$ cat src/rtl/core/bstk_pkg.sv
// ----------------------------------------------------------------------------
// bstk_pkg
// Shared constants, codes and item types of the bounded stack with search.
// ----------------------------------------------------------------------------
package bstk_pkg;

  localparam int unsigned DEPTH      = 16;
  localparam int unsigned DATA_WIDTH = 32;
  localparam int unsigned CNT_W      = $clog2(DEPTH + 1);
  localparam int unsigned ADDR_W     = $clog2(DEPTH);

  typedef enum logic [1:0] {
    KIND_PUSH   = 2'd0,
    KIND_POP    = 2'd1,
    KIND_READ   = 2'd2,
    KIND_SEARCH = 2'd3
  } kind_e;

  typedef enum logic [2:0] {
    STATUS_OK        = 3'd0,
    STATUS_OVERFLOW  = 3'd1,
    STATUS_UNDERFLOW = 3'd2,
    STATUS_BADPOS    = 3'd3,
    STATUS_NOTFOUND  = 3'd4
  } status_e;

  typedef enum logic [1:0] {
    ST_IDLE,
    ST_RDWAIT,
    ST_SEARCH,
    ST_DONE
  } state_e;

  typedef struct packed {
    logic [1:0]            kind;
    logic [DATA_WIDTH-1:0] data_in;
    logic [CNT_W-1:0]      position;
  } req_t;

  typedef struct packed {
    logic [2:0]            status;
    logic [DATA_WIDTH-1:0] data_out;
    logic [CNT_W-1:0]      found_position;
    logic [CNT_W-1:0]      count;
    logic                  empty_res;
    logic                  full_res;
    logic [DATA_WIDTH-1:0] top_value;
  } rsp_t;

endpackage

$ cat src/rtl/core/bounded_stack_with_search.sv
// ----------------------------------------------------------------------------
// bounded_stack_with_search
// Bounded LIFO stack in a synchronous RAM with push, pop, indexed read and
// search for the lowest matching entry.
// ----------------------------------------------------------------------------
//  channel | handshake                  | payload
//  --------+----------------------------+-------------------------------------
//  request | req_valid_i / req_ready_o  | req_i : kind, data_in, position
//  result  | rsp_valid_o / rsp_ready_i  | rsp_o : status, data_out, found_pos,
//          |                            |         count, empty, full, top
//
//  Push, overflow, underflow, bad-position and last-entry pop items finish
//  without a RAM read; other pops and reads wait for the registered RAM read.
//  Search compares entries one by one, walking up from the bottom.
//  Reset clears the entry count and top register; the RAM is not cleared, as
//  only entries below the count are ever read.
//  A result waits in the output register while the next item is taken.
// ----------------------------------------------------------------------------
module bounded_stack_with_search (
  input  logic           clk_i,
  input  logic           rst_ni,
  input  logic           req_valid_i,
  output logic           req_ready_o,
  input  bstk_pkg::req_t req_i,
  output logic           rsp_valid_o,
  input  logic           rsp_ready_i,
  output bstk_pkg::rsp_t rsp_o
);

  // controller to output register
  logic                                ctrl_valid;
  logic                                ctrl_ready;
  bstk_pkg::rsp_t                      ctrl_rsp;

  // controller to RAM
  logic                                ram_we;
  logic [bstk_pkg::ADDR_W-1:0]         ram_waddr;
  logic [bstk_pkg::DATA_WIDTH-1:0]     ram_wdata;
  logic                                ram_re;
  logic [bstk_pkg::ADDR_W-1:0]         ram_raddr;
  logic [bstk_pkg::DATA_WIDTH-1:0]     ram_rdata;

  // output register
  logic                                out_valid_q, out_valid_d;
  bstk_pkg::rsp_t                      out_q;

  bstk_ctrl u_ctrl (
    .clk_i       (clk_i),
    .rst_ni      (rst_ni),
    .req_valid_i (req_valid_i),
    .req_ready_o (req_ready_o),
    .req_i       (req_i),
    .rsp_valid_o (ctrl_valid),
    .rsp_ready_i (ctrl_ready),
    .rsp_o       (ctrl_rsp),
    .ram_we_o    (ram_we),
    .ram_waddr_o (ram_waddr),
    .ram_wdata_o (ram_wdata),
    .ram_re_o    (ram_re),
    .ram_raddr_o (ram_raddr),
    .ram_rdata_i (ram_rdata)
  );

  bstk_ram #(
    .Depth (bstk_pkg::DEPTH),
    .Width (bstk_pkg::DATA_WIDTH)
  ) u_ram (
    .clk_i   (clk_i),
    .we_i    (ram_we),
    .waddr_i (ram_waddr),
    .wdata_i (ram_wdata),
    .re_i    (ram_re),
    .raddr_i (ram_raddr),
    .rdata_o (ram_rdata)
  );

  // Take a new result when the slot is empty or drains this cycle.
  assign ctrl_ready = !out_valid_q || rsp_ready_i;

  always_comb begin
    out_valid_d = out_valid_q;
    if (ctrl_valid && ctrl_ready) begin
      out_valid_d = 1'b1;
    end else if (rsp_ready_i) begin
      out_valid_d = 1'b0;
    end
  end

  always_ff @(posedge clk_i or negedge rst_ni) begin
    if (!rst_ni) begin
      out_valid_q <= 1'b0;
    end else begin
      out_valid_q <= out_valid_d;
    end
  end

  // Load the payload only on transfer; hold it while stalled.
  always_ff @(posedge clk_i) begin
    if (ctrl_valid && ctrl_ready) begin
      out_q <= ctrl_rsp;
    end
  end

  assign rsp_valid_o = out_valid_q;
  assign rsp_o       = out_q;

endmodule

$ cat src/rtl/core/bstk_ram.sv
// ----------------------------------------------------------------------------
// bstk_ram
// Single-port-write, single-port-read synchronous RAM, registered read data.
// ----------------------------------------------------------------------------
module bstk_ram #(
  parameter int unsigned Depth = 16,
  parameter int unsigned Width = 32,
  parameter int unsigned AddrW = $clog2(Depth)
) (
  input  logic             clk_i,
  input  logic             we_i,
  input  logic [AddrW-1:0] waddr_i,
  input  logic [Width-1:0] wdata_i,
  input  logic             re_i,
  input  logic [AddrW-1:0] raddr_i,
  output logic [Width-1:0] rdata_o
);

  logic [Width-1:0] mem [Depth];
  logic [Width-1:0] rdata_q;

  always_ff @(posedge clk_i) begin
    if (we_i) begin
      mem[waddr_i] <= wdata_i;
    end
  end

  always_ff @(posedge clk_i) begin
    if (re_i) begin
      rdata_q <= mem[raddr_i];
    end
  end

  assign rdata_o = rdata_q;

endmodule

$ cat src/rtl/core/bstk_ctrl.sv
// ----------------------------------------------------------------------------
// bstk_ctrl
// Request sequencer: count and top registers, RAM access, search walk.
// ----------------------------------------------------------------------------
module bstk_ctrl (
  input  logic                                clk_i,
  input  logic                                rst_ni,
  input  logic                                req_valid_i,
  output logic                                req_ready_o,
  input  bstk_pkg::req_t                      req_i,
  output logic                                rsp_valid_o,
  input  logic                                rsp_ready_i,
  output bstk_pkg::rsp_t                      rsp_o,
  output logic                                ram_we_o,
  output logic [bstk_pkg::ADDR_W-1:0]         ram_waddr_o,
  output logic [bstk_pkg::DATA_WIDTH-1:0]     ram_wdata_o,
  output logic                                ram_re_o,
  output logic [bstk_pkg::ADDR_W-1:0]         ram_raddr_o,
  input  logic [bstk_pkg::DATA_WIDTH-1:0]     ram_rdata_i
);

  bstk_pkg::state_e                  state_q, state_d;
  bstk_pkg::kind_e                   op_q, op_d;
  logic [bstk_pkg::CNT_W-1:0]        cnt_q, cnt_d;
  logic [bstk_pkg::DATA_WIDTH-1:0]   top_q, top_d;
  logic [bstk_pkg::DATA_WIDTH-1:0]   key_q, key_d;
  logic [bstk_pkg::ADDR_W-1:0]       srch_q, srch_d;
  bstk_pkg::status_e                 status_q, status_d;
  logic [bstk_pkg::DATA_WIDTH-1:0]   dout_q, dout_d;
  logic [bstk_pkg::CNT_W-1:0]        fpos_q, fpos_d;

  logic                              full;
  logic [bstk_pkg::CNT_W-1:0]        pop_addr;
  logic [bstk_pkg::CNT_W-1:0]        rd_addr;
  logic [bstk_pkg::CNT_W-1:0]        srch_nxt;

  assign full     = (cnt_q == bstk_pkg::CNT_W'(bstk_pkg::DEPTH));
  assign pop_addr = cnt_q - bstk_pkg::CNT_W'(2);
  assign rd_addr  = req_i.position - bstk_pkg::CNT_W'(1);
  assign srch_nxt = bstk_pkg::CNT_W'(srch_q) + bstk_pkg::CNT_W'(1);

  always_comb begin
    state_d     = state_q;
    op_d        = op_q;
    cnt_d       = cnt_q;
    top_d       = top_q;
    key_d       = key_q;
    srch_d      = srch_q;
    status_d    = status_q;
    dout_d      = dout_q;
    fpos_d      = fpos_q;
    req_ready_o = 1'b0;
    rsp_valid_o = 1'b0;
    ram_we_o    = 1'b0;
    ram_waddr_o = cnt_q[bstk_pkg::ADDR_W-1:0];
    ram_wdata_o = req_i.data_in;
    ram_re_o    = 1'b0;
    ram_raddr_o = '0;

    unique case (state_q)
      bstk_pkg::ST_IDLE: begin
        req_ready_o = 1'b1;
        if (req_valid_i) begin
          op_d     = bstk_pkg::kind_e'(req_i.kind);
          status_d = bstk_pkg::STATUS_OK;
          dout_d   = '0;
          fpos_d   = '0;
          state_d  = bstk_pkg::ST_DONE;
          unique case (bstk_pkg::kind_e'(req_i.kind))
            bstk_pkg::KIND_PUSH: begin
              if (full) begin
                status_d = bstk_pkg::STATUS_OVERFLOW;
              end else begin
                ram_we_o = 1'b1;
                cnt_d    = cnt_q + bstk_pkg::CNT_W'(1);
                top_d    = req_i.data_in;
              end
            end
            bstk_pkg::KIND_POP: begin
              if (cnt_q == '0) begin
                status_d = bstk_pkg::STATUS_UNDERFLOW;
              end else begin
                dout_d = top_q;
                cnt_d  = cnt_q - bstk_pkg::CNT_W'(1);
                if (cnt_q == bstk_pkg::CNT_W'(1)) begin
                  top_d = '0;
                end else begin
                  // fetch the entry that becomes the new top
                  ram_re_o    = 1'b1;
                  ram_raddr_o = pop_addr[bstk_pkg::ADDR_W-1:0];
                  state_d     = bstk_pkg::ST_RDWAIT;
                end
              end
            end
            bstk_pkg::KIND_READ: begin
              if (req_i.position == '0 || req_i.position > cnt_q) begin
                status_d = bstk_pkg::STATUS_BADPOS;
              end else begin
                ram_re_o    = 1'b1;
                ram_raddr_o = rd_addr[bstk_pkg::ADDR_W-1:0];
                state_d     = bstk_pkg::ST_RDWAIT;
              end
            end
            bstk_pkg::KIND_SEARCH: begin
              key_d = req_i.data_in;
              if (cnt_q == '0) begin
                status_d = bstk_pkg::STATUS_NOTFOUND;
              end else begin
                ram_re_o    = 1'b1;
                ram_raddr_o = '0;
                srch_d      = '0;
                state_d     = bstk_pkg::ST_SEARCH;
              end
            end
            default: ;
          endcase
        end
      end

      bstk_pkg::ST_RDWAIT: begin
        if (op_q == bstk_pkg::KIND_POP) begin
          top_d = ram_rdata_i;
        end else begin
          dout_d = ram_rdata_i;
        end
        state_d = bstk_pkg::ST_DONE;
      end

      bstk_pkg::ST_SEARCH: begin
        // rdata holds the entry at srch_q; compare, then advance or stop
        if (ram_rdata_i == key_q) begin
          fpos_d  = srch_nxt;
          state_d = bstk_pkg::ST_DONE;
        end else if (srch_nxt == cnt_q) begin
          status_d = bstk_pkg::STATUS_NOTFOUND;
          state_d  = bstk_pkg::ST_DONE;
        end else begin
          ram_re_o    = 1'b1;
          ram_raddr_o = srch_nxt[bstk_pkg::ADDR_W-1:0];
          srch_d      = srch_nxt[bstk_pkg::ADDR_W-1:0];
        end
      end

      bstk_pkg::ST_DONE: begin
        rsp_valid_o = 1'b1;
        if (rsp_ready_i) begin
          state_d = bstk_pkg::ST_IDLE;
        end
      end

      default: state_d = bstk_pkg::ST_IDLE;
    endcase
  end

  always_ff @(posedge clk_i or negedge rst_ni) begin
    if (!rst_ni) begin
      state_q <= bstk_pkg::ST_IDLE;
      cnt_q   <= '0;
      top_q   <= '0;
    end else begin
      state_q <= state_d;
      cnt_q   <= cnt_d;
      top_q   <= top_d;
    end
  end

  always_ff @(posedge clk_i) begin
    op_q     <= op_d;
    key_q    <= key_d;
    srch_q   <= srch_d;
    status_q <= status_d;
    dout_q   <= dout_d;
    fpos_q   <= fpos_d;
  end

  always_comb begin
    rsp_o.status         = status_q;
    rsp_o.data_out       = dout_q;
    rsp_o.found_position = fpos_q;
    rsp_o.count          = cnt_q;
    rsp_o.empty_res      = (cnt_q == '0);
    rsp_o.full_res       = full;
    rsp_o.top_value      = top_q;
  end

`ifndef SYNTHESIS
  a_cnt_bound: assert property (@(posedge clk_i) disable iff (!rst_ni)
    cnt_q <= bstk_pkg::CNT_W'(bstk_pkg::DEPTH))
    else $error("entry count above depth");

  a_top_zero_empty: assert property (@(posedge clk_i) disable iff (!rst_ni)
    (cnt_q == '0) |-> (top_q == '0))
    else $error("top value not zero on empty stack");

  a_push_count: assert property (@(posedge clk_i) disable iff (!rst_ni)
    (req_valid_i && req_ready_o && req_i.kind == bstk_pkg::KIND_PUSH && !full)
    |=> (cnt_q == $past(cnt_q) + bstk_pkg::CNT_W'(1)))
    else $error("push did not advance count");

  a_search_range: assert property (@(posedge clk_i) disable iff (!rst_ni)
    (state_q == bstk_pkg::ST_SEARCH) |-> (bstk_pkg::CNT_W'(srch_q) < cnt_q))
    else $error("search walked past the top");
`endif

endmodule

$ cat config.mk
export PLATFORM = sky130hd
export DESIGN_NAME = bounded_stack_with_search
export DESIGN_NICKNAME = d
export VERILOG_FILES = /design/src/rtl/core/bstk_pkg.sv /design/src/rtl/core/bounded_stack_with_search.sv /design/src/rtl/core/bstk_ram.sv /design/src/rtl/core/bstk_ctrl.sv
export SDC_FILE = /design/constraint.sdc
export NUM_CORES = 1
export LEC_CHECK = 0
export BUFFER_PORTS_ARGS = -buffer_cell sky130_fd_sc_hd__buf_2
export CORE_MARGIN = 2
export CORE_UTILIZATION = 37
export CTS_BUF_LIST = sky130_fd_sc_hd__clkbuf_4 sky130_fd_sc_hd__clkbuf_8
export DETAILED_ROUTE_END_ITERATION = 6
export HOLD_SLACK_MARGIN = 0.15
export PLACE_DENSITY_LB_ADDON = 0.15
export SLEW_MARGIN = 20
export SYNTH_ARGS = -nofsm -noshare
export SYNTH_HDL_FRONTEND = slang
export SYNTH_HIERARCHICAL = 1
export SYNTH_SLANG_ARGS = --single-unit
$ cat constraint.sdc
create_clock -name clk_i -period 6.2 [get_ports clk_i]
set_input_delay 0.93 -clock clk_i [delete_from_list [all_inputs] [get_ports clk_i]]
set_output_delay 0.93 -clock clk_i [all_outputs]
set_load 0.02 [all_outputs]
==> qor.txt, run 1 <==
status = completed
synthesized instance count = 1384
part of the power in registers = 0.453
layout cells sized above 1 = 0.339
core area = 77200 µm²
Buf/Inv on CP = 2
f_max = 219 MHz
CP max-delay cell = o22ai_4
number of synthesized flops with an enable pin = 701
grt met2 use = 0.287
CP top delay family = compound AO/OA/AOI/OAI gates
Routed Antenna Nets = 0
DP Worst Slack = 1.55 ns
routability-driven placement congestion ratio = 0.825
worst-path cell chain = inv_1 -> ha_1 -> nand4_1 -> or2_2 -> a21oi_1 -> nand2_1 -> a2bb2oi_1 -> o22ai_4 -> buf_4 -> mux4_2 -> a22oi_1 -> nand2_1
row cnt = 102
Pins Over Slew Limit = 0
Yosys top cell by area = edfxtp_1
Hold Vio Cnt, Final = 0
max-cap violations = 0
Die W = 283 µm
Clock Root Buffer = clkbuf_8
Setup Fix Bufs, Post-CTS = 0
vias per inst = 5.21
register area share after synthesis = 0.766
largest net degree at the start of global routing = 70
final worst setup slack = 1.63 ns
Tmin final = 4.57 ns
critical path type = reg -> reg
Async SR Flop Fraction = 0.0540
Total Power = 15.3 mW
initial antenna violation count = 3
synth top area cells = edfxtp_1 73%, mux4_2 10%, dfrtp_1 3.5%
clock slew at reported path FFs = 0.07 ns
Hold Buf Count CTS = 0
Clock Latency Late Sink = 0.73 ns
H-tree depth = 3
final WL = 69800 µm
period utilization = 0.737
via count = 14104
cts bufs inserted = 116
Pwr Density = 465 nW/µm²
IO Pins = 124
crit path DAT = 5.03 ns
WL per Instance = 25.8 µm
most used cell, CP = nand2_1
CP endpoint kind = flop
area of the die = 80000 µm²
Synthesized Nets = 1449
most common cell after layout, fill and taps aside = edfxtp_1
RSZ-0062 raised after global routing = false
Initial Util = 0.373
Least-Margin Pin Slew = 1.12 ns
register bit total from synthesis = 741
Initial DRC Count = 1292
Syn. warnings = 6
worst hold margin = 0.204 ns
Psw = 4.80 mW
clock skew = 0.0245 ns
Worst EP required = 6.65 ns
Resize count post-CTS = 0
number of remaining DRC errors = 0
gr busiest metal = met2
final setup violation count = 0
crit-path max FO = 29
Area Overhead vs Synth = 14.8%
top-area cell type share of the netlist area = 0.732
Combinational Power Share = 0.279
GRT Util Overall = 0.177
clock sink count = 741
Main synth FF type = edfxtp_1
commonest non-fill, non-tap cells in the layout = 701 x edfxtp_1, 128 x mux4_2, 125 x clkbuf_8, 122 x buf_2
Die Y-Extent = 283 µm
M1 GR Usage = 0.243
met3 Usage GRT = 0.0275
clock tree buffer depth = 3
leakage = 11.0 nW
vias in the first global route = 14624
synth unique cells = 57
global-route wire length before repair = 101000 µm
total congestion overflow = 0
Nets = 1633
HP Class = in -> async
crit path launch type = flop
hpwl dp = 40900 µm
drt first pass iters = 4
Mapped Area = 28800 µm²
PortBufs = 123
setup TNS = 0 ns
Worst path max stage delay = 0.65 ns
Peak VDD IR = 0.000206 V
cell-internal power = 10.5 mW
Avg Inst Size Synth = 20.8 µm²
Rel. slew slack = 0.251
Sw Ratio = 0.313
clock power share = 0.268
CTS tree = yes
[registers in the layout (all words and copies together), names as in the netlist]
register         flops
u_ctrl/key_q        32
u_ram/mem          512
u_ram/rdata_o       32
rsp_valid_o          1
u_ctrl/status_q      3
u_ctrl/op_q          2
u_ctrl/state_q       2
u_ctrl/srch_q        4
u_ctrl/cnt_q         5
u_ctrl/fpos_q        5
rsp_o               79
u_ctrl/dout_q       32
u_ctrl/top_q        32
[metrics by stage]
stage	cells	cell area, µm²	utilization
5_1_grt	2701	33000	0.428
3_5_place_dp	2489	30600	0.397
6_report	2706	33000	0.428
3_3_place_gp	2489	30600	0.397
4_1_cts	2698	33000	0.427
2_1_floorplan	1384	28800	-
[power by group through the flow]
stage	registers, mW	logic (mW)	clock network (mW)
after floorplan	7.10	2.76	0
after global placement	7.04	4.29	0
after detailed placement	7.06	4.32	0
after CTS	6.96	4.33	4.25
after global routing	7.03	4.65	4.46
final	6.95	4.28	4.11
[layout make-up]
cell class                 instances  area [µm²]
fill                            6747       44200
sequential                       741       22100
multi-input combinational        526        6230
clock buffer                     171        2070
tap                             1040        1300
timing repair buffer             165        1020
clock inverter                    38         282
inverter                          18        70.1
antenna                            7        17.5
[cells in the mapped netlist, drive strengths merged, types with 8 or more instances]
cell type    n
edfxtp     701
mux4       128
buf         66
a22o        64
a22oi       64
nand2       53
xnor2       41
dfrtp       40
mux2        34
clkbuf      33
nor2        24
ha          22
inv         18
o21ai       12
nand2b       9
nand4        9
a21oi        8
nor3         8
[routing by layer]
layer  share of wire  up-vias
met1            0.44     7539
met3           0.050       99
met4           0.023        0
met2            0.49      434
met5               0        -
li1                -     6032
[final timing paths]
path                                        startpoint                           to  slack, ns  cells after the start
min in group clk_i         u_ctrl/dout_q[28]$_DFFE_PP_          rsp_o[72]$_DFFE_PP_       0.42                      0
min reg2reg                u_ctrl/dout_q[28]$_DFFE_PP_          rsp_o[72]$_DFFE_PP_       0.42                      0
min                                             rst_ni  u_ctrl/cnt_q[1]$_DFFE_PN0P_       0.20                      1
max                        u_ctrl/cnt_q[1]$_DFFE_PN0P_   u_ram/rdata_o[4]$_DFFE_PP_       1.63                     12
max in group asynchronous                       rst_ni  u_ctrl/top_q[2]$_DFFE_PN0P_       5.55                      1
max reg2reg                u_ctrl/cnt_q[1]$_DFFE_PN0P_   u_ram/rdata_o[4]$_DFFE_PP_       1.63                     12
[kinds of logic after synthesis]
kind of cell               Yosys count  synth area share
AOI/OAI and AO/OA                  168            0.0461
xor gates and xnor gates            47            0.0153
adders and majority gates           22           0.00957
buffers and inverters              117            0.0234
DFF                                741             0.766
muxes                              162             0.117
and+or+nand+nor                    127            0.0218
Power figures use the tool's default switching activity.
==> inputs of run 2 (changes only) <==
Settings changed: ABC_AREA set to 1.
Clock period 6.2 ns to 4.1 ns, I/O delays scaled along.
==> run 2 against run 1 <==
Clock skew grew 0.0047 ns. Synthesized cell count up 110%. Highest routed layer unchanged. Critical endpoint is now u_ram/rdata_o[28]$_DFFE_PP_. Largest cell class unchanged. Largest power group unchanged. Combinational power rose by 56%. Power is 50% higher.
==> qor.txt, run 2 <==
register area = 22100 µm² (unchanged)
Crit Reg-Reg Endpoint = u_ram/rdata_o[28]$_DFFE_PP_
number of remaining DRC errors = 0 (unchanged)
Pwr Density = 635 nW/µm² (+37%)
Clock Root Buffer = clkbuf_8
Area Overhead vs Synth = 13.1%
Tmin final = 3.82 ns (-0.752 ns)
clock power share = 0.274 (+0.006)
GRT Util Overall = 0.183 (+0.00615)
Main synth FF type = edfxtp_1
CP endpoint kind = flop
PortBufs = 123 (unchanged)
final WL = 81400 µm (+17%)
Setup Fix Bufs, Post-CTS = 0 (unchanged)
status = completed
max FFs per register = 512 (unchanged)
Pins Over Slew Limit = 0 (unchanged)
period utilization = 0.931 (+0.194)
crit-path max FO = 51 (+76%)
Initial Util = 0.375 (+0.00201)
max-cap violations = 0 (unchanged)
Rel. slew slack = 0.354 (+0.103)
Avg Inst Size Synth = 11.1 µm² (-47%)
Least-Margin Pin Slew = 0.967 ns (-0.155 ns)
routability-driven placement congestion ratio = 0.808 (-2.0%)
setup TNS = 0 ns (unchanged)
post-synthesis mux area share = 0 (-0.117)
f_max = 262 MHz (+20%)
register area share after synthesis = 0.688 (-0.0784)
CP top delay family = simple AND/OR/NAND/NOR gates
Die W = 298 µm (+5.5%)
drt first pass iters = 6 (+2)
Clock Latency Late Sink = 0.74 ns (about the same)
fillcell total = 8111 (+20%)
Synth Area in XOR/XNOR = 0.0101 (-0.00515)
clock skew = 0.0292 ns (+0.00471 ns)
most common cell after layout, fill and taps aside = nand2_1
Sw Ratio = 0.349 (+0.0358)
largest register by flop count = u_ram/mem
Mapped Area = 32000 µm² (+11%)
R2R Path Start = u_ctrl/cnt_q[2]$_DFFE_PN0P_
Synth Area in Adders = 0.00859 (-0.000979)
Initial DRC Count = 1421 (+10%)
critical path type = reg -> reg
via count = 20430 (+45%)
crit path DAT = 4.21 ns (-0.82 ns)
final setup violation count = 0 (unchanged)
row cnt = 107 (+4.9%)
most frequent cells after synthesis = 813 x nand2_1, 701 x edfxtp_1, 495 x inv_1
Synthesized Nets = 2961 (+100%)
H-tree depth = 3 (unchanged)
leakage = 14.9 nW (+36%)
final core occ = 0.424 (-0.00415)
clock tree buffer depth = 3 (unchanged)
core area = 85500 µm² (+11%)
Total Power = 23.0 mW (+50%)
part of the power in registers = 0.436 (-0.017)
register bit total from synthesis = 741 (unchanged)
global-route wire length before repair = 123000 µm (+22%)
Peak VDD IR = 0.000344 V (+67%)
Syn. warnings = 6 (unchanged)
synthesized instance count = 2896 (+110%)
Psw = 8.02 mW (+67%)
Nets = 3089 (+89%)
worst-path cell chain = inv_1 -> ha_1 -> nand2_1 -> nor2_1 -> nand2_1 -> nand3_1 -> nand2_1 -> nand3_1 -> o22ai_1 -> nand2_1 -> nand2_4 -> inv_6 -> buf_12 -> nand2_1 -> nand3_1 -> nand3_1 -> nand3_1 -> nand2_1
Multi-input gate area = 7140 µm² (+15%)
most used cell, CP = nand2_1
worst hold stages = 4
CP max-delay cell = dfrtp_1
Hold Vio Cnt, Final = 0 (unchanged)
HP Class = in -> reg
vias in the first global route = 19675 (+35%)
hpwl dp = 44700 µm (+9.2%)
Worst Hold End = rsp_valid_o$_DFFE_PN0P_
Die Y-Extent = 298 µm (+5.5%)
area of the die = 89000 µm² (+11%)
most frequent cell after synthesis = nand2_1
clock slew at reported path FFs = 0.06 ns (about the same)
IO Pins = 124 (unchanged)
Compound-Gate Fraction of Synth Area = 0.0270 (-0.0191)
Combinational Power Share = 0.290 (+0.011)
DP Worst Slack = 0.341 ns (-1.21 ns)
Reg2Reg Setup Slack = 0.28 ns (-1.35 ns)
Levels on crit path = 18 (+6)
cell-internal power = 15.0 mW (+42%)
Async SR Flop Fraction = 0.0540 (unchanged)
synth top area cells = edfxtp_1 66%, nand2_1 9.5%, nand3_1 6.8%
initial antenna violation count = 8 (+5)
Buf/Inv on CP = 3 (+1)
main combinational cell family by area after synthesis = simple AND/OR/NAND/NOR gates
number of synthesized flops with an enable pin = 701 (unchanged)
cts bufs inserted = 117 (+0.86%)
final worst setup slack = 0.281 ns (-1.35 ns)
Routed Antenna Nets = 0 (unchanged)
top-area cell type share of the netlist area = 0.657 (-0.0748)
Yosys top cell by area = edfxtp_1
Worst EP required = 4.49 ns (-2.16 ns)
largest net degree at the start of global routing = 129 (+84%)
Post-Synth Simple-Gate Area = 0.172 (+0.150)
layout cells sized above 1 = 0.137 (-0.201)
total congestion overflow = 0 (unchanged)
commonest non-fill, non-tap cells in the layout = 808 x nand2_1, 701 x edfxtp_1, 494 x inv_1, 435 x nand3_1, 127 x clkbuf_8
WL per Instance = 19.1 µm (-26%)
synth unique cells = 37 (-35%)
hold_sp = rsp_ready_i
crit path launch type = flop
Worst path max stage delay = 0.65 ns (about the same)
Reg2Reg Depth = 18 (+6)
CTS tree = yes
vias per inst = 4.79 (-8.2%)
RSZ-0062 raised after global routing = false
clock sink count = 741 (unchanged)
-- run 2: kinds of logic after synthesis --
logic type,after synthesis
simple gates,1304
flops,741
buf+inv,669
compound gates,123
xor+xnor,37
fa+ha+maj,22
-- run 2: cell type report --
class                      count  share of cell area
antenna                        2            0.000138
clock buffer                 163              0.0557
clock inverter                54             0.00977
inverter                     501              0.0521
multi-input combinational   1486               0.197
sequential                   741               0.608
tap                         1144              0.0395
timing repair buffer         177              0.0374
-- run 2: worst max path at each step --
stage                                            from                           to  slack (ns)
after floorplan                           rsp_ready_i           rsp_o[0]$_DFFE_PP_        0.69
after CTS                 u_ctrl/cnt_q[2]$_DFFE_PN0P_  u_ram/rdata_o[29]$_DFFE_PP_        0.32
after global placement    u_ctrl/cnt_q[2]$_DFFE_PN0P_  u_ram/rdata_o[29]$_DFFE_PP_        0.41
after global routing      u_ctrl/cnt_q[3]$_DFFE_PN0P_  u_ram/rdata_o[29]$_DFFE_PP_        0.06
final                     u_ctrl/cnt_q[2]$_DFFE_PN0P_  u_ram/rdata_o[28]$_DFFE_PP_        0.28
after detailed placement  u_ctrl/cnt_q[2]$_DFFE_PN0P_  u_ram/rdata_o[29]$_DFFE_PP_        0.34
-- run 2: what timing repair did --
item | 4_1_cts | 5_1_grt
endpoints found under the hold margin | 42 | 0
gates resized for setup | 0 | 0
hold buffers | 3 | 0
-- run 2: through the flow --
stage / hold WS (ns) / instances / area [µm²]
CTS: 0.153 / 4266 / 36200
finish: 0.211 / 4268 / 36200
detailed placement: 0.405 / 4046 / 33800
global placement: 0.402 / 4046 / 33800
global route: 0.237 / 4268 / 36200
floorplan: 0.319 / 2896 / 32100
-- run 2: metal layers --
layer | vias up | share of wire | GRT usage
li1 | 9781 | - | -
met1 | 9901 | 0.46 | 0.254
met2 | 634 | 0.46 | 0.294
met3 | 114 | 0.058 | 0.0284
met4 | 0 | 0.023 | 0.0608
met5 | - | 0 | 0
-- run 2: worst reg2reg max path, delay by kind of cell (launching register included) --
| family | cells | cell delay (ns) |
|---|---|---|
| buf+inv | 3 | 0.94 |
| simple gates | 13 | 1.39 |
| compound gates | 1 | 0.10 |
| flops | 1 | 0.65 |
| fa+ha+maj | 1 | 0.37 |
-- run 2: power groups by stage --
stage               clock network [mW]  registers [mW]  logic (mW)
floorplan                            0            10.3        4.57
global placement                     0            10.2        6.63
detailed placement                   0            10.2        6.68
CTS                               6.50            10.0        6.70
global route                      6.80            10.1        7.42
finish                            6.31            10.0        6.66
==> inputs of run 3 (changes only) <==
==> constraint.sdc (replaced) <==
create_clock -name clk_i -period 4.1 [get_ports clk_i]
set_input_delay 0.205 -clock clk_i [delete_from_list [all_inputs] [get_ports clk_i]]
set_output_delay 0.205 -clock clk_i [all_outputs]
set_load 0.02 [all_outputs]
==> run 3 against run 2 <==
Power is 0.59% higher. Via count is 0.19% higher. Critical path type unchanged. Clock skew is 0.0051 ns lower. Critical path depth is 1 lower. Die area stayed put. Largest power group unchanged. Maximum frequency is 2.6% higher. Largest cell class unchanged. Clock power is 2% higher.
==> qor.txt, run 3 (synthesis gave the netlist of run 2 again) <==
Initial DRC Count = 1363 (-4.1%)
status = completed
Worst Hold End = u_ctrl/op_q[0]$_DFFE_PP_
row cnt = 107 (unchanged)
clock sink count = 741 (unchanged)
Hold Vio Cnt, Final = 0 (unchanged)
part of the power in registers = 0.434 (-0.002)
routability-driven placement congestion ratio = 0.809 (about the same)
Initial Util = 0.375 (unchanged)
fillcell total = 8048 (-0.78%)
vias per inst = 4.75 (-0.74%)
Sw Ratio = 0.346 (-0.00313)
via count = 20469 (+0.19%)
Pins Over Slew Limit = 0 (unchanged)
H-tree depth = 3 (unchanged)
core area = 85500 µm² (unchanged)
largest net degree at the start of global routing = 161 (+25%)
worst hold margin = 0.299 ns (+0.0882 ns)
final WL = 82000 µm (+0.73%)
HP Class = in -> reg
Setup Fix Bufs, Post-CTS = 0 (unchanged)
Die W = 298 µm (unchanged)
WL per Instance = 19.0 µm (-0.20%)
hpwl dp = 45100 µm (+1.0%)
Worst EP required = 4.50 ns (about the same)
hold_sp = req_i[37]
R2R Path Start = u_ctrl/cnt_q[2]$_DFFE_PN0P_
Pwr Density = 631 nW/µm² (-0.57%)
critical path type = reg -> reg
clock power share = 0.278 (+0.004)
Routed Antenna Nets = 0 (unchanged)
total congestion overflow = 0 (unchanged)
crit path launch type = flop
clock skew = 0.0242 ns (-0.00506 ns)
drt first pass iters = 5 (-1)
crit path DAT = 4.12 ns (-0.09 ns)
area of the die = 89000 µm² (unchanged)
Least-Margin Pin Slew = 0.958 ns (-0.00908 ns)
leakage = 15.1 nW (+1.3%)
Crit Reg-Reg Endpoint = u_ram/rdata_o[28]$_DFFE_PP_
met3 Usage GRT = 0.0255 (-0.00299)
design area = 36700 µm² (+1.2%)
Peak VDD IR = 0.000493 V (+44%)
final setup violation count = 0 (unchanged)
commonest non-fill, non-tap cells in the layout = 808 x nand2_1, 701 x edfxtp_1, 494 x inv_1, 435 x nand3_1, 134 x clkbuf_8
Post-Layout Cell Count = 4308 (+0.94%)
Rel. slew slack = 0.360 (+0.00607)
f_max = 269 MHz (+2.6%)
global-route wire length before repair = 124000 µm (+0.91%)
crit-path max FO = 160 (+210%)
cts bufs inserted = 118 (+0.85%)
CTS tree = yes
PortBufs = 123 (unchanged)
gr busiest metal = met2
Clock Root Buffer = clkbuf_8
DP Worst Slack = 0.461 ns (+0.120 ns)
Placed Cells = 4049 (+0.074%)
period utilization = 0.908 (-0.0236)
Area Overhead vs Synth = 14.4%
max FFs per register = 512 (unchanged)
Psw = 8.00 mW (-0.32%)
M1 GR Usage = 0.255 (+0.000525)
final worst setup slack = 0.378 ns (+0.0969 ns)
Reg2Reg Depth = 17 (-1)
register area = 22100 µm² (unchanged)
grt met2 use = 0.304 (+0.00963)
RSZ-0062 raised after global routing = false
initial antenna violation count = 6 (-2)
max-cap violations = 0 (unchanged)
cell-internal power = 15.1 mW (+1.1%)
Multi-input gate area = 7140 µm² (unchanged)
largest register by flop count = u_ram/mem
Combinational Power Share = 0.287 (-0.003)
Nets = 3131 (+1.4%)
Tmin final = 3.72 ns (-0.0969 ns)
IO Pins = 124 (unchanged)
number of remaining DRC errors = 0 (unchanged)
clock slew at reported path FFs = 0.06 ns (about the same)
Clock Latency Late Sink = 0.74 ns (about the same)
Die Y-Extent = 298 µm (unchanged)
Placement Cell Area = 33800 µm² (about the same)
most common cell after layout, fill and taps aside = nand2_1
clock tree buffer depth = 3 (unchanged)
vias in the first global route = 19823 (+0.75%)
layout cells sized above 1 = 0.138 (+0.000879)
setup TNS = 0 ns (unchanged)
worst hold stages = 2 (-2)
Reg2Reg Setup Slack = 0.38 ns (+0.10 ns)
CP endpoint kind = flop
GRT Util Overall = 0.185 (+0.00156)
==> run 3: cell count changes in the layout (fill, tap and decap cells not counted), moves of 5 or more <==
cell / before / now
buf_4: 26 / 33
clkinv_2: 18 / 13
dlygate4sd3_1: 3 / 41
clkbuf_8: 127 / 134
clkinv_1: 29 / 21
==> run 3: worst max path at each step <==
stage,startpoint,to,slack [ns],cells past startpoint
final,u_ctrl/cnt_q[2]$_DFFE_PN0P_,u_ram/rdata_o[28]$_DFFE_PP_,0.38,17
after global routing,u_ctrl/cnt_q[2]$_DFFE_PN0P_,u_ram/rdata_o[30]$_DFFE_PP_,0.1,17
after CTS,u_ctrl/cnt_q[3]$_DFFE_PN0P_,u_ram/rdata_o[30]$_DFFE_PP_,0.45,17
after detailed placement,u_ctrl/cnt_q[3]$_DFFE_PN0P_,u_ram/rdata_o[30]$_DFFE_PP_,0.46,17
after global placement,u_ram/rdata_o[18]$_DFFE_PP_,u_ram/rdata_o[30]$_DFFE_PP_,0.47,17
after floorplan,u_ctrl/cnt_q[0]$_DFFE_PN0P_,u_ram/mem[12][0]$_DFFE_PP_,0.80,7
==> run 3: power groups by stage <==
stage                     Sequential (mW)  Clock (mW)  Combinational, mW
after floorplan                      10.3           0               4.57
after global placement               10.2           0               6.60
after detailed placement             10.2           0               6.65
after CTS                            10.1        6.66               6.70
after global routing                 10.1        6.93               7.40
final                                10.0        6.45               6.65
==> run 3: cell type report <==
class	count	area share
Clock buffer	174	0.0585
Multi-Input combinational cell	1486	0.195
Tap cell	1144	0.0390
Timing Repair Buffer	218	0.0466
Antenna cell	4	0.000273
Sequential cell	741	0.601
Clock inverter	40	0.00795
Inverter	501	0.0515
==> run 3: per-stage QoR <==
| stage | power (mW) | util |
|---|---|---|
| 5_1_grt | 24.5 | 0.429 |
| 3_5_place_dp | 16.9 | 0.395 |
| 6_report | 23.1 | 0.429 |
| 4_1_cts | 23.4 | 0.428 |
| 3_3_place_gp | 16.8 | 0.395 |
| 2_1_floorplan | 14.8 | - |
==> run 3: repair_timing <==
action	in CTS	in global routing
hold endpoints to repair	641	40
hold buffers	40	1
gates resized for setup	0	0
==> run 3: layer usage <==
layer,up-vias,part of all wire
met5,-,0
met4,0,0.020
met3,105,0.052
met2,601,0.47
met1,9913,0.46
li1,9850,-
==> run 3: worst max-delay path, cell delays in order, from the launching register on <==
cell	delay, ns
dfrtp_1	0.56
inv_1	0.20
ha_1	0.33
nand2_1	0.07
nand2_1	0.05
nand2_1	0.07
nand3_1	0.09
nand2_1	0.09
nand3_1	0.16
o22ai_1	0.16
nand2_1	0.10
nand2_4	0.14
buf_12	0.46
nand2_1	0.14
nand3_1	0.11
nand3_1	0.08
nand3_1	0.10
nand2_1	0.22
